`config.mk`:
```
export PLATFORM = sky130hd
export DESIGN_NAME = char_lcd_nibble_expander_sequencer_top_flat
export DESIGN_NICKNAME = d
export VERILOG_FILES = /design/src/design/lcdnx_pkg.sv /design/src/design/lcdnx_if.sv /design/src/design/lcdnx_ctrl.sv /design/src/design/lcdnx_dp.sv /design/src/design/char_lcd_nibble_expander_sequencer_top.sv /design/src/flat_wrapper.sv
export VERILOG_INCLUDE_DIRS = /design/src /design/src/design
export SDC_FILE = /design/constraint.sdc
export NUM_CORES = 1
export LEC_CHECK = 0
export BUFFER_PORTS_ARGS = -buffer_cell sky130_fd_sc_hd__buf_2
export CAP_MARGIN = 30
export CORE_AREA = 4 4 94 96
export DETAILED_ROUTE_END_ITERATION = 10
export DIE_AREA = 0 0 98 100
export MAX_ROUTING_LAYER = met4
export PLACE_DENSITY = 0.52
export REMOVE_ABC_BUFFERS = 1
export SKIP_CTS_REPAIR_TIMING = 1
export SLEW_MARGIN = 15
export SYNTH_ARGS = -nofsm -noshare
export SYNTH_HDL_FRONTEND = slang
export SYNTH_HIERARCHICAL = 1
export SYNTH_SLANG_ARGS = --single-unit
```
`constraint.sdc`:
```
create_clock -name clk -period 1.7 [get_ports clk]
set_input_delay 0.255 -clock clk [delete_from_list [all_inputs] [get_ports clk]]
set_output_delay 0.255 -clock clk [all_outputs]
set_load 0.005 [all_outputs]
```
`src/design/assert_macros.svh`:
```
// Assertion macros shared by the sequencer's modules.
// Each macro samples on clk and is switched off while arst_n is low.
`ifndef ASSERT_MACROS_SVH
`define ASSERT_MACROS_SVH

// Property must hold at every clock edge out of reset
`define ASSERT_CLK(label, prop, msg) \
	label: assert property (@(posedge clk) disable iff (!arst_n) (prop)) \
		else $error(msg);

// Expression must never be true at a clock edge out of reset
`define ASSERT_NEVER(label, expr, msg) \
	label: assert property (@(posedge clk) disable iff (!arst_n) !(expr)) \
		else $error(msg);

`endif

```
`src/design/lcdnx_pkg.sv`:
```
// Types and constants for the character LCD nibble sequencer.
// No dependencies; used by the controller, the datapath and the top level.
package lcdnx_pkg;

	// Command codes of the input transaction
	typedef enum logic [2:0] {
		CMD_INIT    = 3'd0,
		CMD_BYTE    = 3'd1,
		CMD_DATA    = 3'd2,
		CMD_CURSOR  = 3'd3,
		CMD_CLEAR   = 3'd4,
		CMD_BL_ON   = 3'd5,
		CMD_BL_OFF  = 3'd6
	} cmd_e;

	// Write phases of one nibble: plain, enable high, enable low
	localparam logic [1:0] PH_PLAIN = 2'd0;
	localparam logic [1:0] PH_EN_HI = 2'd1;
	localparam logic [1:0] PH_EN_LO = 2'd2;

	// Nibble counts, less one
	localparam logic [3:0] INIT_NIB_LAST = 4'd11;
	localparam logic [3:0] BYTE_NIB_LAST = 4'd1;

	// Fixed display bytes
	localparam logic [7:0] LCD_CLEAR      = 8'h01;
	localparam logic [7:0] LCD_SET_DDRAM  = 8'h80;
	localparam logic [7:0] LCD_ROW1_OFS   = 8'h40;

	// Waits in microseconds
	localparam logic [12:0] WAIT_EN_HI   = 13'd1;
	localparam logic [12:0] WAIT_EN_LO   = 13'd50;
	localparam logic [12:0] WAIT_POWERUP = 13'd5050;
	localparam logic [12:0] WAIT_INIT    = 13'd200;
	localparam logic [12:0] WAIT_CLEAR   = 13'd2050;

	// Nibble positions that carry a longer wait, in the init sequence and in a byte
	localparam logic [3:0] INIT_NIB_FIRST = 4'd0;
	localparam logic [3:0] INIT_NIB_SECOND = 4'd1;
	localparam logic [3:0] INIT_NIB_THIRD = 4'd2;
	localparam logic [3:0] INIT_NIB_CLEAR = 4'd9;
	localparam logic [3:0] BYTE_NIB_LOW   = 4'd1;

	// Controller to datapath commands
	typedef struct packed {
		logic       capture;
		logic       emit;
		logic [3:0] nib;
		logic [1:0] phase;
		logic       last;
	} ctl_t;

	// Datapath to controller status
	typedef struct packed {
		logic out_free;
	} dp_stat_t;

	// Init sequence: three 0x3 nibbles, 0x2, then 0x28, 0x0C, 0x01, 0x06
	function automatic logic [3:0] init_nibble(input logic [3:0] idx);
		logic [3:0] n;
		case (idx)
			4'd0, 4'd1, 4'd2: n = 4'h3;
			4'd3, 4'd4:       n = 4'h2;
			4'd5:             n = 4'h8;
			4'd6:             n = 4'h0;
			4'd7:             n = 4'hC;
			4'd8:             n = 4'h0;
			4'd9:             n = 4'h1;
			4'd10:            n = 4'h0;
			4'd11:            n = 4'h6;
			default:          n = 4'h0;
		endcase
		return n;
	endfunction

endpackage

```
`src/design/lcdnx_if.sv`:
```
// Channel interfaces of the LCD nibble sequencer: command in, expander
// write out, and the address register write. Uses nothing else.
interface lcdnx_cmd_if;
	logic       valid;
	logic       ready;
	logic [2:0] cmd;
	logic [7:0] value;
	logic [5:0] column;
	logic       row;

	modport source (output valid, cmd, value, column, row, input ready);
	modport sink (input valid, cmd, value, column, row, output ready);
endinterface

interface lcdnx_wr_if;
	logic        valid;
	logic        ready;
	logic [7:0]  address_byte;
	logic [7:0]  expander_byte;
	logic [12:0] wait_us;
	logic        last;

	modport source (output valid, address_byte, expander_byte, wait_us, last, input ready);
	modport sink (input valid, address_byte, expander_byte, wait_us, last, output ready);
endinterface

interface lcdnx_cfg_if;
	logic       valid;
	logic       ready;
	logic [6:0] i2c_address;

	modport source (output valid, i2c_address, input ready);
	modport sink (input valid, i2c_address, output ready);
endinterface

```
`src/design/lcdnx_ctrl.sv`:
```
// Sequencer controller: walks nibbles and write phases of one command.
// Depends on lcdnx_pkg and assert_macros.svh.
`include "assert_macros.svh"

module lcdnx_ctrl import lcdnx_pkg::*; (
	input  logic     clk,
	input  logic     arst_n,
	input  logic     in_valid,
	output logic     in_ready,
	input  cmd_e     in_cmd,
	input  dp_stat_t stat,
	output ctl_t     ctl
);

	typedef enum logic {
		ST_IDLE,
		ST_RUN
	} state_t;

	state_t     state_q;
	logic [3:0] nib_q;
	logic [3:0] nib_last_q;
	logic [1:0] phase_q;
	logic       single_q;
	logic       last_w;

	// Final write: the single backlight write, or last phase of last nibble
	assign last_w = single_q || (nib_q == nib_last_q && phase_q == PH_EN_LO);

	assign in_ready = (state_q == ST_IDLE);

	// Drive datapath commands
	always_comb begin
		ctl.capture = in_valid && (state_q == ST_IDLE);
		ctl.emit    = (state_q == ST_RUN) && stat.out_free;
		ctl.nib     = nib_q;
		ctl.phase   = phase_q;
		ctl.last    = last_w;
	end

	// Hold state; advance phase and nibble on each write
	always_ff @(posedge clk or negedge arst_n) begin
		if (!arst_n) begin
			state_q    <= ST_IDLE;
			nib_q      <= '0;
			nib_last_q <= '0;
			phase_q    <= PH_PLAIN;
			single_q   <= 1'b0;
		end else begin
			unique case (state_q)
				ST_IDLE: begin
					nib_q   <= '0;
					phase_q <= PH_PLAIN;
					if (in_valid) begin
						unique case (in_cmd) inside
							CMD_INIT: begin
								nib_last_q <= INIT_NIB_LAST;
								single_q   <= 1'b0;
								state_q    <= ST_RUN;
							end
							CMD_BYTE, CMD_DATA, CMD_CURSOR, CMD_CLEAR: begin
								nib_last_q <= BYTE_NIB_LAST;
								single_q   <= 1'b0;
								state_q    <= ST_RUN;
							end
							CMD_BL_ON, CMD_BL_OFF: begin
								nib_last_q <= '0;
								single_q   <= 1'b1;
								state_q    <= ST_RUN;
							end
							default: begin
								// unused code: drop it
								state_q <= ST_IDLE;
							end
						endcase
					end
				end
				ST_RUN: begin
					if (stat.out_free) begin
						if (last_w) begin
							state_q <= ST_IDLE;
						end else if (phase_q == PH_EN_LO) begin
							phase_q <= PH_PLAIN;
							nib_q   <= nib_q + 4'd1;
						end else begin
							phase_q <= phase_q + 2'd1;
						end
					end
				end
				default: state_q <= ST_IDLE;
			endcase
		end
	end

	`ASSERT_NEVER(a_phase_range, phase_q == 2'd3, "write phase out of range")
	`ASSERT_CLK(a_nib_range, state_q == ST_RUN |-> nib_q <= nib_last_q,
		"nibble index beyond command length")
	`ASSERT_CLK(a_last_ends, ctl.emit && ctl.last |=> state_q == ST_IDLE,
		"controller kept running after final write")

endmodule

```
`src/design/lcdnx_dp.sv`:
```
// Sequencer datapath: command capture, address and backlight registers,
// expander byte and wait build, output register. Depends on lcdnx_pkg.
`include "assert_macros.svh"

module lcdnx_dp import lcdnx_pkg::*; (
	input  logic        clk,
	input  logic        arst_n,
	input  ctl_t        ctl,
	output dp_stat_t    stat,
	input  cmd_e        in_cmd,
	input  logic [7:0]  in_value,
	input  logic [5:0]  in_column,
	input  logic        in_row,
	input  logic        cfg_valid,
	input  logic [6:0]  cfg_addr,
	output logic        out_valid,
	input  logic        out_ready,
	output logic [7:0]  out_address_byte,
	output logic [7:0]  out_expander_byte,
	output logic [12:0] out_wait_us,
	output logic        out_last
);

	cmd_e        cmd_q;
	logic [7:0]  byte_q;
	logic        sel_q;
	logic        bl_q;
	logic [6:0]  addr_q;
	logic        out_valid_q;
	logic [7:0]  exp_q;
	logic [12:0] wait_q;
	logic        last_q;
	logic [7:0]  cap_byte;
	logic [3:0]  nib;
	logic [7:0]  exp_w;
	logic [12:0] wait_w;

	assign stat.out_free = !out_valid_q || out_ready;

	// Pick the display byte of a command
	always_comb begin
		case (in_cmd)
			CMD_CURSOR: cap_byte = LCD_SET_DDRAM |
				(8'({2'b00, in_column}) + (in_row ? LCD_ROW1_OFS : 8'h00));
			CMD_CLEAR:  cap_byte = LCD_CLEAR;
			default:    cap_byte = in_value;
		endcase
	end

	// Build expander byte for the current phase
	always_comb begin
		if (cmd_q == CMD_INIT) begin
			nib = init_nibble(ctl.nib);
		end else if (ctl.nib == BYTE_NIB_LOW) begin
			nib = byte_q[3:0];
		end else begin
			nib = byte_q[7:4];
		end
		if (cmd_q == CMD_BL_ON || cmd_q == CMD_BL_OFF) begin
			exp_w = {4'h0, bl_q, 3'b000};
		end else begin
			exp_w = {nib, bl_q, ctl.phase == PH_EN_HI, 1'b0, sel_q};
		end
	end

	// Wait after the write: longer ones close init steps and clear
	always_comb begin
		case (ctl.phase)
			PH_EN_HI: wait_w = WAIT_EN_HI;
			PH_EN_LO: begin
				wait_w = WAIT_EN_LO;
				if (cmd_q == CMD_INIT) begin
					if (ctl.nib == INIT_NIB_FIRST) begin
						wait_w = WAIT_POWERUP;
					end else if (ctl.nib == INIT_NIB_SECOND
							|| ctl.nib == INIT_NIB_THIRD) begin
						wait_w = WAIT_INIT;
					end else if (ctl.nib == INIT_NIB_CLEAR) begin
						wait_w = WAIT_CLEAR;
					end
				end else if (cmd_q == CMD_CLEAR && ctl.nib == BYTE_NIB_LOW) begin
					wait_w = WAIT_CLEAR;
				end
			end
			default: wait_w = '0;
		endcase
	end

	// Hold control registers: address, backlight, command, output valid
	always_ff @(posedge clk or negedge arst_n) begin
		if (!arst_n) begin
			addr_q      <= 7'd39;
			bl_q        <= 1'b1;
			out_valid_q <= 1'b0;
			cmd_q       <= CMD_INIT;
		end else begin
			if (cfg_valid) begin
				addr_q <= cfg_addr;
			end
			if (ctl.capture) begin
				cmd_q <= in_cmd;
				if (in_cmd == CMD_BL_ON) begin
					bl_q <= 1'b1;
				end else if (in_cmd == CMD_BL_OFF) begin
					bl_q <= 1'b0;
				end
			end
			if (ctl.emit) begin
				out_valid_q <= 1'b1;
			end else if (out_ready) begin
				out_valid_q <= 1'b0;
			end
		end
	end

	// Payload registers
	always_ff @(posedge clk) begin
		if (ctl.capture) begin
			byte_q <= cap_byte;
			sel_q  <= (in_cmd == CMD_DATA);
		end
		if (ctl.emit) begin
			exp_q  <= exp_w;
			wait_q <= wait_w;
			last_q <= ctl.last;
		end
	end

	assign out_valid         = out_valid_q;
	assign out_address_byte  = {addr_q, 1'b0};
	assign out_expander_byte = exp_q;
	assign out_wait_us       = wait_q;
	assign out_last          = last_q;

	`ASSERT_CLK(a_rise_on_emit, $rose(out_valid_q) |-> $past(ctl.emit),
		"output became valid without a write step")
	`ASSERT_CLK(a_wait_range, out_valid_q |-> wait_q <= WAIT_POWERUP,
		"wait beyond longest step")
	`ASSERT_CLK(a_drain, out_valid_q && out_ready && !ctl.emit |=> !out_valid_q,
		"taken write still shown")

endmodule

```
`src/design/char_lcd_nibble_expander_sequencer_top.sv`:
```
// Channel   | Dir | Payload
// cmd_ch    | in  | cmd, value, column, row
// wr_ch     | out | address_byte, expander_byte, wait_us, last
// cfg_ch    | in  | i2c_address (always ready)
//
// A command is taken while idle, then one expander write per cycle while the
// output register drains: 6 writes for a byte command, 36 for init, 1 for a
// backlight command; the nibble and phase counters of the controller set this.
// A stalled wr_ch holds the controller in place. arst_n clears the address
// to 0x27, backlight on, and leaves the block idle and ready.
// Top level of the LCD nibble sequencer; depends on lcdnx_pkg, lcdnx_if,
// lcdnx_ctrl and lcdnx_dp.
module char_lcd_nibble_expander_sequencer_top import lcdnx_pkg::*; (
	input logic        clk,
	input logic        arst_n,
	lcdnx_cmd_if.sink  cmd_ch,
	lcdnx_wr_if.source wr_ch,
	lcdnx_cfg_if.sink  cfg_ch
);

	ctl_t     ctl;
	dp_stat_t stat;

	assign cfg_ch.ready = 1'b1;

	lcdnx_ctrl u_ctrl (
		.clk      (clk),
		.arst_n   (arst_n),
		.in_valid (cmd_ch.valid),
		.in_ready (cmd_ch.ready),
		.in_cmd   (cmd_e'(cmd_ch.cmd)),
		.stat     (stat),
		.ctl      (ctl)
	);

	lcdnx_dp u_dp (
		.clk               (clk),
		.arst_n            (arst_n),
		.ctl               (ctl),
		.stat              (stat),
		.in_cmd            (cmd_e'(cmd_ch.cmd)),
		.in_value          (cmd_ch.value),
		.in_column         (cmd_ch.column),
		.in_row            (cmd_ch.row),
		.cfg_valid         (cfg_ch.valid),
		.cfg_addr          (cfg_ch.i2c_address),
		.out_valid         (wr_ch.valid),
		.out_ready         (wr_ch.ready),
		.out_address_byte  (wr_ch.address_byte),
		.out_expander_byte (wr_ch.expander_byte),
		.out_wait_us       (wr_ch.wait_us),
		.out_last          (wr_ch.last)
	);

endmodule

```
`src/flat_wrapper.sv`:
```
// flat-port wrapper written by rule: the top's interface ports become plain ports
module char_lcd_nibble_expander_sequencer_top_flat import lcdnx_pkg::*;
  (clk, arst_n, cmd_ch_valid, cmd_ch_cmd, cmd_ch_value, cmd_ch_column, cmd_ch_row, cmd_ch_ready, wr_ch_valid, wr_ch_address_byte, wr_ch_expander_byte, wr_ch_wait_us, wr_ch_last, wr_ch_ready, cfg_ch_valid, cfg_ch_i2c_address, cfg_ch_ready);
  lcdnx_cmd_if cmd_ch_i ();
  lcdnx_wr_if wr_ch_i ();
  lcdnx_cfg_if cfg_ch_i ();
  input logic clk;
  input logic arst_n;
  input wire logic [$bits(cmd_ch_i.valid)-1:0] cmd_ch_valid;
  input wire logic [$bits(cmd_ch_i.cmd)-1:0] cmd_ch_cmd;
  input wire logic [$bits(cmd_ch_i.value)-1:0] cmd_ch_value;
  input wire logic [$bits(cmd_ch_i.column)-1:0] cmd_ch_column;
  input wire logic [$bits(cmd_ch_i.row)-1:0] cmd_ch_row;
  output wire logic [$bits(cmd_ch_i.ready)-1:0] cmd_ch_ready;
  output wire logic [$bits(wr_ch_i.valid)-1:0] wr_ch_valid;
  output wire logic [$bits(wr_ch_i.address_byte)-1:0] wr_ch_address_byte;
  output wire logic [$bits(wr_ch_i.expander_byte)-1:0] wr_ch_expander_byte;
  output wire logic [$bits(wr_ch_i.wait_us)-1:0] wr_ch_wait_us;
  output wire logic [$bits(wr_ch_i.last)-1:0] wr_ch_last;
  input wire logic [$bits(wr_ch_i.ready)-1:0] wr_ch_ready;
  input wire logic [$bits(cfg_ch_i.valid)-1:0] cfg_ch_valid;
  input wire logic [$bits(cfg_ch_i.i2c_address)-1:0] cfg_ch_i2c_address;
  output wire logic [$bits(cfg_ch_i.ready)-1:0] cfg_ch_ready;
  assign cmd_ch_i.valid = cmd_ch_valid;
  assign cmd_ch_i.cmd = cmd_ch_cmd;
  assign cmd_ch_i.value = cmd_ch_value;
  assign cmd_ch_i.column = cmd_ch_column;
  assign cmd_ch_i.row = cmd_ch_row;
  assign cmd_ch_ready = cmd_ch_i.ready;
  assign wr_ch_valid = wr_ch_i.valid;
  assign wr_ch_address_byte = wr_ch_i.address_byte;
  assign wr_ch_expander_byte = wr_ch_i.expander_byte;
  assign wr_ch_wait_us = wr_ch_i.wait_us;
  assign wr_ch_last = wr_ch_i.last;
  assign wr_ch_i.ready = wr_ch_ready;
  assign cfg_ch_i.valid = cfg_ch_valid;
  assign cfg_ch_i.i2c_address = cfg_ch_i2c_address;
  assign cfg_ch_ready = cfg_ch_i.ready;
  char_lcd_nibble_expander_sequencer_top u_core (.clk(clk), .arst_n(arst_n), .cmd_ch(cmd_ch_i), .wr_ch(wr_ch_i), .cfg_ch(cfg_ch_i));
endmodule
```
After elaboration in Yosys (flattened, before gate mapping)
Memories as Yosys holds them, arrays and structs flattened.
Cells that the tools add are included.
{"block": "totals", "register_bits": 55, "latch_bits": 0, "mem_bits_rw": 0, "romBits": 64, "input_bits": 30, "out_inout_bits": 33, "wordCells": 92, "n_memories": 1}
{"memory": "(name not given)", "depth": 16, "width": 4, "rd": 1, "rd_ports_with_merged_regs": 0, "wr": 0, "line_no": "lcdnx_pkg.sv:61", "text": "case (idx)"}
{"block": "op_classes", "add_sub_neg": 3, "mul": 0, "n_div": 0, "order_cmp": 0, "eq_ne": 18, "shift": 0, "n_mux": 29, "bitwise": 1, "reduce_logical": 25}
{"op": "$mux W12", "n": 3}
{"op": "$mux W13", "n": 2}
{"op": "$pmux W13 S2", "n": 1}
{"op": "$mux W4", "n": 5}
{"op": "$eq A3 B3 Y1 const B", "n": 6}
{"op": "$pmux W8 S2", "n": 1}
{"op": "$pmux W4 S3", "n": 1}
{"op": "$reduce_and A3 Y1", "n": 3}
{"op": "$mux W1", "n": 8}
{"op": "$pmux W4 S2", "n": 1}
{"op": "$add A6 B7 Y7", "n": 1}
{"op": "$mux W7", "n": 1}
{"op": "$reduce_or A7 Y1", "n": 1}
{"op": "$eq A3 B2 Y1 const B", "n": 2}
{"op": "$logic_not A3 Y1", "n": 2}
{"op": "$mux W2", "n": 3}
{"op": "$reduce_bool A2 Y1", "n": 3}
{"op": "$reduce_or A5 Y1", "n": 1}
{"op": "$add A4 B1 Y4 const B", "n": 1}
{"op": "$eq A4 B1 Y1 const B", "n": 1}
{"op": "$eq A4 B2 Y1 const B", "n": 1}
{"op": "$eq A4 B4 Y1", "n": 1}
{"op": "$eq A4 B4 Y1 const B", "n": 1}
{"op": "$logic_and A1 B1 Y1", "n": 4}
{"op": "16 further kinds", "n": 22}

Depth between registers and ports, before layout
Gate-level depths: netlist of the first run.
{"block": "depth", "ltp_word": 6, "mapped_depth": 5, "ltp_nobuf": 4}

Modules after synthesis
The synthesis of the first run kept the hierarchy.
{"module": "lcdnx_dp", "instances": 1, "cells_per_inst": 145, "area_per_inst_um2": 1771.7, "seq_area_each_um2": 1027.2}
{"module": "lcdnx_ctrl", "instances": 1, "cells_per_inst": 58, "area_per_inst_um2": 575.6, "seq_area_each_um2": 250.2}
{"module": "char_lcd_nibble_expander_sequencer_top", "instances": 1, "cells_per_inst": 2, "area_per_inst_um2": 11.3, "seq_area_each_um2": 0.0}

Worst setup path after synthesis of the first run
OpenSTA, ideal clock, no wires.
{"block": "synth_timing", "path_type": "register to register", "start": "register u_core.u_ctrl.state_q", "end": "register u_core.u_dp.cmd_q[0]", "setup_time_ns": 0.127, "t_arrival_ns": 1.702, "required_time_ns": 1.573, "slack_ns": -0.129, "stages_incl_launch_ff": 4, "path_buffers": 1, "synth_period_minus_slack_ns": 1.829, "path_cell_list": "dfrtp_1 clkbuf_1 nor2b_1 mux2_1"}
{"element": "start: declaration", "line_no": "lcdnx_ctrl.sv:20", "text": "state_t state_q;"}
{"element": "start signal: assignment", "line_no": "lcdnx_ctrl.sv:44", "text": "state_q <= ST_IDLE;"}
{"element": "start signal: assignment", "line_no": "lcdnx_ctrl.sv:59", "text": "state_q <= ST_RUN;"}
{"element": "start signal: assignment", "line_no": "lcdnx_ctrl.sv:64", "text": "state_q <= ST_RUN;"}
{"element": "end signal: assignment", "line_no": "lcdnx_dp.sv:101", "text": "cmd_q <= in_cmd;"}
{"element": "end: declaration", "line_no": "lcdnx_dp.sv:24", "text": "cmd_e cmd_q;"}

Final worst setup path of the first run
{"block": "layout_timing", "start": "register u_core.u_ctrl.nib_last_q[1]", "end": "register u_core.u_ctrl.nib_q[0]"}
{"block": "layout_between", "elab_chain_cells": 5}
{"element": "start: declaration", "line_no": "lcdnx_ctrl.sv:22", "text": "logic [3:0] nib_last_q;"}
{"element": "start signal: assignment", "line_no": "lcdnx_ctrl.sv:46", "text": "nib_last_q <= '0;"}
{"element": "start signal: assignment", "line_no": "lcdnx_ctrl.sv:57", "text": "nib_last_q <= INIT_NIB_LAST;"}
{"element": "start signal: assignment", "line_no": "lcdnx_ctrl.sv:62", "text": "nib_last_q <= BYTE_NIB_LAST;"}
{"element": "$eq A4 B4 Y1", "line_no": "lcdnx_ctrl.sv:28", "text": "assign last_w = single_q || (nib_q == nib_last_q && phase_q == PH_EN_LO);"}
{"element": "$logic_and A1 B1 Y1", "line_no": "lcdnx_ctrl.sv:28"}
{"element": "$logic_or A1 B1 Y1", "line_no": "lcdnx_ctrl.sv:28"}
{"element": "$ne A2 B2 Y1 (no line)"}
{"element": "$reduce_and A3 Y1 (no line)"}
{"element": "end signal: assignment", "line_no": "lcdnx_ctrl.sv:84", "text": "nib_q <= nib_q + 4'd1;"}
{"element": "end: declaration", "line_no": "lcdnx_ctrl.sv:21", "text": "logic [3:0] nib_q;"}
Every way passes these cells.
A chain may end at the register's enable or synchronous reset.

==> results of run 1 <==
## Yosys cell counts, drive strengths merged (2+ instances only)
library cell  instances  area, um^2
nand3                 3       15.01
o21ai                 9       45.04
dfstp                 5       131.4
o22ai                 3       18.77
edfxtp               24       720.7
a2111oi               2       42.54
nor3b                 2       15.01
nand2b                6       45.04
nor3                  3       15.01
a31oi                 2       12.51
nor2b                 3       18.77
or2                   2       12.52
or3                   6       43.79
dfrtp                17       425.4
clkbuf                5       18.77
a221oi                4       35.03
nor4                  3       25.02
conb                  2       7.510
ha                    3       37.54
mux2i                 9       90.09
and2                  5       31.28
nand2                16       60.06
xnor2                 2       17.52
nor2                 12       45.04
buf                  13       98.84
xor2                  2       17.52
a211oi                5       37.54
inv                   9       33.78
nand3b                2       15.01
mux2                  9       101.4
a21oi                10       50.05
## state kept, by name, indices dropped and copies added, names as in the netlist, 2 cells and up
register and count:
u_core/u_dp/byte_q 8, u_core/u_dp/out_wait_us 7, u_core/u_ctrl/nib_q 4, u_core/u_dp/cmd_q 3, u_core/u_dp/addr_q 7, u_core/u_ctrl/nib_last_q 2, u_core/u_ctrl/phase_q 2, u_core/u_dp/out_expander_byte 7
## metal layers
layer,up-vias,routed length (um)
li1,851,-
met1,794,2154
met2,54,2219
met3,6,320
met4,0,65
met5,-,0
## final cells by class
class | count | area share (%)
Tap cell | 105 | 4.555
Timing Repair Buffer | 72 | 14.32
Sequential cell | 46 | 44.30
Multi-Input combinational cell | 135 | 32.80
Clock buffer | 6 | 2.516
Inverter | 9 | 1.171
Clock inverter | 2 | 0.3471
## power groups by stage
| stage | registers (W) | clock network [W] | logic (W) |
|---|---|---|---|
| global placement | 0.00182 | 0 | 0.00141 |
| finish | 0.00180 | 0.000636 | 0.00140 |
| detailed placement | 0.00183 | 0 | 0.00141 |
| floorplan | 0.00185 | 0 | 0.000718 |
| CTS | 0.00181 | 0.000677 | 0.00142 |
| global route | 0.00185 | 0.000726 | 0.00156 |
## worst max-delay path by stage
stage                                      from                               end  cells after the start
floorplan                 u_core/u_ctrl/state_q              u_core/u_dp/cmd_q[0]                      2
global placement         u_core/u_ctrl/nib_q[1]  u_core/u_dp/out_expander_byte[4]                      4
detailed placement       u_core/u_ctrl/nib_q[1]  u_core/u_dp/out_expander_byte[4]                      4
CTS                      u_core/u_ctrl/nib_q[1]  u_core/u_dp/out_expander_byte[4]                      4
global route        u_core/u_ctrl/nib_last_q[1]            u_core/u_ctrl/nib_q[1]                      4
finish              u_core/u_ctrl/nib_last_q[1]            u_core/u_ctrl/nib_q[0]                      4
## metrics by stage
step | setup WS (ns) | util (%)
finish | 0.07243 | 35.82
global route | -0.03344 | 35.82
CTS | -0.01233 | 35.54
detailed placement | -0.003084 | 34.51
global placement | 0.03603 | 34.51
floorplan | -0.04609 | -
## logic make-up (layout without fill, tap and decap cells)
logic type	after synthesis	count (layout)	synth area share, %
simple gates	67	67	16.60
xor+xnor	4	4	1.486
compound gates	38	38	11.30
mux	18	18	8.117
other cells	2	5	0.3184
buf+inv	27	89	6.419
flops	46	46	54.16
fa+ha+maj	3	3	1.592
## worst max-delay path, stage by stage, from the launching register on
cell	delay, ns
dfrtp_1	0.41
or3_4	0.40
a2111oi_4	0.41
nor2_1	0.15
mux2i_1	0.14
==> flow_summary.ini, run 1 <==
[placed_design]
place_inst = 365
port_buffers = 57
post_dp_cell_area_um2 = 2779
gp_congestion = 0.7071
place_hpwl_um = 3576

[yosys]
yosysSeqAreaShare_pct = 54.16
ys_ff_latch = 46
syn_avg_cell_area_um2 = 11.50
syn_inst = 205
synth_area_um2 = 2359
synth_cell_types = 47
synth-async-reset-ratio_pct = 47.83
synth-edff-count = 24
yosysWarnings = 6
synthFlopType = edfxtp_1

[sta]
setup_viol = 0
setup_tns_ns = 0
fmax_mhz = 614.4
worstMarginPinSlew_ns = 0.5061
report.final.slew_viol_count = 0
hold_slack_ns = 0.1733
rsz0062_at_grt = true
clock_skew_ns = 0.007873
period_minus_slack_ns = 1.628
hold_violations = 0
slew_headroom_pct = 66.26
fin_crit_sh_pct = 95.74

[clocking]
cts.sinks = 46
insertion_delay_ns = 0.30
cts_buffer_depth = 2
ctsRootBufferMaster = clkbuf_8
cts_buffers = 5
htree_num_levels = 2
cts_tree = built
clkSlewWorstSetupHoldPaths_ns = 0.08

[setup_path]
start_kind = register
cp_data_arrival_time_ns = 1.80
rr_worst_depth = 4
cp-end-kind = register
critPathKind = register to register
r2r_slack_ns = 0.07
worstPathRequired_ns = 1.88
crit_fanout = 4
r2r_end = u_core/u_ctrl/nib_q[0]
timing.rr.start = u_core/u_ctrl/nib_last_q[1]

[hold_path]
min_to = u_core/u_dp/addr_q[0]
min_path_cells = 2
hp-start = cfg_ch_i2c_address[0]
hold_path_class = input pin to register

[power_and_ir_drop]
power_frac_comb_pct = 36.5
clkPwrFrac_pct = 16.6
p_seq_share_pct = 46.9
p_int_w = 0.002605
p_leak_nw = 1.195
total_power_w = 0.003835
p_sw_w = 0.001231
switching_share_pct = 32.09
power_density_nw_per_um2 = 1330
irDropWorstVdd_uv = 359.0

[cells_and_area]
area_growth_syn_to_layout_pct = 22.28
final_cells = 375
nets = 302
final_cell_mix = buf_2 (57), edfxtp_1 (24), dfrtp_1 (17)
n_fill_cell = 841
multi_input_area_um2 = 945.9
design_area_um2 = 2884
layout-drive-gt1-share_pct = 34.44
final_common_cell = buf_2
diodes = 0
regArea_um2 = 1277

[route]
vias = 1705
drtIter0Drc = 55
wl_per_cell_um = 12.70
firstDrtPassIters = 4
remaining_drc_errors = 0
drtAntennaViolNets = 0
avgViaCountPerCell = 4.547
drt-total-wl_um = 4761

[global_route]
grt_util_met2_pct = 16.34
grt_util_met3_pct = 2.363
grt.overflow.total = 0
grt_use_met1_pct = 12.71
grt_pass1_wl_um = 7817
grt.busiest_layer = met2
antenna_found_initial = 0
track_usage_pct = 10.18
grt_pass1_vias = 1644
grt_max_degree = 23

[floorplanning]
ios = 63
die_area_um2 = 9800
num_rows = 33
floorplan.initialDensity_pct = 29.29
die_w_um = 98
core_area_um2 = 8051
die_y_um = 100

[run_status]
status = completed

[run]
drv_cap = 0
Note: power is estimated with default switching activity, not from simulation.
==> run 2, diff against run 1 <==
--- a/config.mk
+++ b/config.mk
@@ -8,11 +8,11 @@
 export LEC_CHECK = 0
 export BUFFER_PORTS_ARGS = -buffer_cell sky130_fd_sc_hd__buf_2
 export CAP_MARGIN = 30
-export CORE_AREA = 4 4 94 96
+export CORE_AREA = 4 4 88 90
 export DETAILED_ROUTE_END_ITERATION = 10
-export DIE_AREA = 0 0 98 100
+export DIE_AREA = 0 0 92 94
 export MAX_ROUTING_LAYER = met4
-export PLACE_DENSITY = 0.52
+export PLACE_DENSITY = 0.57
 export REMOVE_ABC_BUFFERS = 1
 export SKIP_CTS_REPAIR_TIMING = 1
 export SLEW_MARGIN = 15
==> run 2 against run 1 <==
Compared with the run above: non-clock buffer count down 1; routed wire length down 1.6%; die area down 12%.
==> flow_summary.ini, run 2 (synthesis results as in run 1) <==
[floorplanning]
die_area_um2 = 8648
num_rows = 31
die_y_um = 94
ios = 63
core_area_um2 = 7059
floorplan.initialDensity_pct = 33.41
die_w_um = 92

[global_route]
grt_max_degree = 23
grt.overflow.total = 0
grt_pass1_vias = 1574
grt_use_met1_pct = 14.74
antenna_found_initial = 0
grt_util_met3_pct = 2.724
grt_util_met2_pct = 16.85
track_usage_pct = 11.14
grt_pass1_wl_um = 7507
grt.busiest_layer = met2

[route]
drt-total-wl_um = 4686
drtAntennaViolNets = 0
firstDrtPassIters = 4
remaining_drc_errors = 0
wl_per_cell_um = 12.73
vias = 1709
drtIter0Drc = 72
avgViaCountPerCell = 4.644

[cells_and_area]
largest_reg_flops = 8
top_register = u_core/u_dp/byte_q
diodes = 0
nets = 301
layout-drive-gt1-share_pct = 34.94
area_growth_syn_to_layout_pct = 22.97
final_cell_mix = buf_2 (57), edfxtp_1 (24), nand2_1 (16)
final_common_cell = buf_2

[placed_design]
gp_congestion = 0.7900
place_hpwl_um = 3419
port_buffers = 57

[sta]
fin_crit_sh_pct = 95.41
clock_skew_ns = 0.004038
hold_violations = 0
fmax_mhz = 616.6
slew_headroom_pct = 66.42
rsz0062_at_grt = false
hold_slack_ns = 0.1655
report.final.slew_viol_count = 0
setup_viol = 0
period_minus_slack_ns = 1.622
worstMarginPinSlew_ns = 0.5037

[clocking]
htree_num_levels = 2
insertion_delay_ns = 0.30
ctsRootBufferMaster = clkbuf_8
cts_buffers = 5
cts_tree = built
clkSlewWorstSetupHoldPaths_ns = 0.08
cts.sinks = 46
cts_buffer_depth = 2

[setup_path]
timing.rr.start = u_core/u_ctrl/phase_q[0]
r2r_slack_ns = 0.08
worstPathRequired_ns = 1.92
cp-startpoint = u_core/u_ctrl/phase_q[0]
start_kind = register
rr_worst_depth = 4
r2r_end = u_core/u_ctrl/nib_q[2]
crit_path_end = u_core/u_ctrl/nib_q[2]
critPathKind = register to register
crit_fanout = 5
cp-end-kind = register
cp_data_arrival_time_ns = 1.84

[power_and_ir_drop]
power_density_nw_per_um2 = 1365
p_leak_nw = 1.200
total_power_w = 0.003958
irDropWorstVdd_uv = 415.8

[run_status]
status = completed

[hold_path]
hold_path_class = input pin to register

[run]
drv_cap = 0
[run 2: cell types whose count changed in the layout (fill, tap and decap cells not counted), sizes merged]
cell and change:
buf -1, clkbuf +2, clkinv -2
[run 2: how the worst min path moves through the flow]
stage	startpoint	end	slack, ns	cells after the start
4_1_cts	arst_n	u_core/u_dp/addr_q[3]	-0.07	1
3_5_place_dp	arst_n	u_core/u_dp/addr_q[3]	0.26	1
3_3_place_gp	arst_n	u_core/u_dp/addr_q[3]	0.26	1
2_1_floorplan	arst_n	u_core/u_ctrl/nib_last_q[0]	-0.04	0
5_1_grt	cfg_ch_i2c_address[6]	u_core/u_dp/addr_q[6]	0.16	2
6_report	cfg_ch_i2c_address[6]	u_core/u_dp/addr_q[6]	0.17	2
[run 2: worst max-delay path: stages, from the launching register on]
cell and delay, ns:
dfrtp_1 0.38, nand2b_4 0.16, or3b_4 0.42, or4_1 0.40
a21oi_1 0.18
[run 2: area by class of cell]
class	instances	area [um^2]
Fill cell	722	4159
Sequential cell	46	1280
Multi-Input combinational cell	135	945.9
Timing Repair Buffer	71	405.4
Tap cell	99	123.9
Clock buffer	8	111.4
Inverter	9	33.78
[run 2: per-stage QoR]
| stage | setup TNS [ns] | cell area (um^2) | setup slack (ns) | instances | utilization [%] |
|---|---|---|---|---|---|
| after floorplan | -0.1043 | 2252 | -0.04609 | 190 | - |
| after global placement | 0 | 2771 | 0.06995 | 359 | 39.26 |
| after detailed placement | 0 | 2771 | 0.06316 | 359 | 39.26 |
| after CTS | 0 | 2883 | 0.04917 | 367 | 40.84 |
| after global routing | 0 | 2900 | 0.01058 | 368 | 41.08 |
| final | 0 | 2900 | 0.07808 | 368 | 41.08 |
[run 2: layer usage]
metal	routed length, um	vias up
met3	301	6
met5	0	-
met2	2117	61
met4	56	0
met1	2209	791
li1	-	851
[run 2: power breakdown]
group          switching (W)  internal [W]  leakage [nW]
logic               0.000678      0.000674         0.650
registers           0.000198       0.00161         0.493
clock network       0.000378      0.000421        0.0566
total                0.00125       0.00270          1.20
==> run 3, diff against run 2 <==
--- a/config.mk
+++ b/config.mk
@@ -9,6 +9,7 @@
 export BUFFER_PORTS_ARGS = -buffer_cell sky130_fd_sc_hd__buf_2
 export CAP_MARGIN = 30
 export CORE_AREA = 4 4 88 90
+export CTS_BUF_LIST = sky130_fd_sc_hd__clkbuf_2 sky130_fd_sc_hd__clkbuf_4 sky130_fd_sc_hd__clkbuf_8
 export DETAILED_ROUTE_END_ITERATION = 10
 export DIE_AREA = 0 0 92 94
 export MAX_ROUTING_LAYER = met4
==> run 3 against run 2 <==
Compared with the run above: power rose by 1.8%; routed wire length fell by 0.26%; global-route usage did not move; count of clock-buffer cells in the layout fell by 1; via count fell by 1.1%; critical path depth did not move; sequential share of layout area fell by 0.13 points; design area rose by 0.30%; flip-flop and latch count did not move; cell count did not move; register-to-register slack barely moved; critical path type unchanged; largest cell class unchanged; highest routed layer unchanged.
==> flow_summary.ini, run 3 (synthesis results as in run 1) <==
[global_route]
antenna_found_initial = 0
track_usage_pct = 11.14
grt.overflow.total = 0
grt_pass1_vias = 1574
grt_pass1_wl_um = 7507
grt_max_degree = 23

[sta]
worstMarginPinSlew_ns = 0.5041
period_minus_slack_ns = 1.622
fmax_mhz = 616.5
hold_violations = 0
setup_viol = 0
clock_skew_ns = 0.004803
report.final.slew_viol_count = 0
slew_headroom_pct = 66.39
rsz0062_at_grt = false
fin_crit_sh_pct = 95.42

[power_and_ir_drop]
p_sw_w = 0.001251
p_int_w = 0.002778
p_leak_nw = 1.205
power_density_nw_per_um2 = 1385
switching_share_pct = 31.04
clkPwrFrac_pct = 21.5
total_power_w = 0.004029
irDropWorstVdd_uv = 445.8
power_frac_comb_pct = 33.6
p_seq_share_pct = 44.9

[cells_and_area]
area_growth_syn_to_layout_pct = 23.34
final_cells = 368
diodes = 0
finalCoreUtilization_pct = 41.21
final_cell_mix = buf_2 (57), edfxtp_1 (24), nand2_1 (16)
top_register = u_core/u_dp/byte_q
largest_reg_flops = 8
layout-drive-gt1-share_pct = 35.32
final_common_cell = buf_2
nets = 301
n_fill_cell = 722

[floorplanning]
die_w_um = 92
ios = 63
floorplan.initialDensity_pct = 33.41
die_area_um2 = 8648
num_rows = 31
core_area_um2 = 7059
die_y_um = 94

[clocking]
insertion_delay_ns = 0.29
cts_buffer_depth = 2
cts_buffers = 5
cts.sinks = 46
htree_num_levels = 2
ctsRootBufferMaster = clkbuf_8
clkSlewWorstSetupHoldPaths_ns = 0.08
cts_tree = built

[placed_design]
port_buffers = 57
place_inst = 359
gp_congestion = 0.7900
place_hpwl_um = 3419

[setup_path]
crit_fanout = 5
r2r_slack_ns = 0.08
critPathKind = register to register
cp-end-kind = register
worstPathRequired_ns = 1.91
cp_data_arrival_time_ns = 1.83
start_kind = register

[hold_path]
hold_path_class = input pin to register

[run_status]
status = completed

[route]
avgViaCountPerCell = 4.592
drtAntennaViolNets = 0
wl_per_cell_um = 12.70
drt-total-wl_um = 4674
firstDrtPassIters = 4
drtIter0Drc = 72
vias = 1690
remaining_drc_errors = 0

[run]
drv_cap = 0
-- run 3: cell types whose count changed in the layout (fill, tap and decap cells not counted), sizes merged --
| cell | before | now |
|---|---|---|
| bufinv | 0 | 1 |
| clkbuf | 8 | 7 |
-- run 3: metal layers --
layer | vias up | routed length [um] | track usage (%)
met4 | 0 | 40 | 3.713
met5 | - | 0 | -
li1 | 852 | - | -
met2 | 48 | 2143 | 16.85
met1 | 786 | 2246 | 14.74
met3 | 4 | 243 | 2.724
-- run 3: final cells by class --
type	instances	area (um^2)	area share [%]
Tap cell	99	123.9	4.258
Clock inverter	1	30.03	1.032
Multi-Input combinational cell	135	945.9	32.52
Inverter	9	33.78	1.161
Sequential cell	46	1280	44.00
Timing Repair Buffer	71	405.4	13.94
Clock buffer	7	90.09	3.097
-- run 3: critical path, cell delays in order (launching register included) --
cell and delay (ns):
dfrtp_1 0.38, nand2b_4 0.16, or3b_4 0.42, or4_1 0.40, a21oi_1 0.18
-- run 3: worst paths after layout --
path	start	end	depth (start not counted)
max reg2reg	u_core/u_ctrl/phase_q[0]	u_core/u_ctrl/nib_q[2]	4
max	u_core/u_ctrl/phase_q[0]	u_core/u_ctrl/nib_q[2]	4
min	cfg_ch_i2c_address[6]	u_core/u_dp/addr_q[6]	2
min in group asynchronous	arst_n	u_core/u_dp/addr_q[3]	2
min reg2reg	u_core/u_dp/addr_q[3]	u_core/u_dp/addr_q[3]	1
max in group asynchronous	arst_n	u_core/u_ctrl/phase_q[1]	2
-- run 3: power by group through the flow --
| stage | clock (W) | combinational (W) | sequential [W] |
|---|---|---|---|
| finish | 0.000867 | 0.00135 | 0.00181 |
| global route | 0.000941 | 0.00150 | 0.00186 |
| CTS | 0.000890 | 0.00136 | 0.00181 |
| detailed placement | 0 | 0.00136 | 0.00183 |
| global placement | 0 | 0.00134 | 0.00182 |
| floorplan | 0 | 0.000718 | 0.00185 |
-- run 3: stage by stage --
step / worst slack [ns] / setup TNS (ns) / hold slack [ns] / area [um^2]
floorplan: -0.04609 / -0.1043 / -0.04059 / 2252
global placement: 0.06995 / 0 / 0.2591 / 2771
detailed placement: 0.06316 / 0 / 0.2588 / 2771
CTS: 0.04944 / 0 / -0.07224 / 2892
global route: 0.01034 / 0 / 0.1624 / 2909
finish: 0.07782 / 0 / 0.1694 / 2909
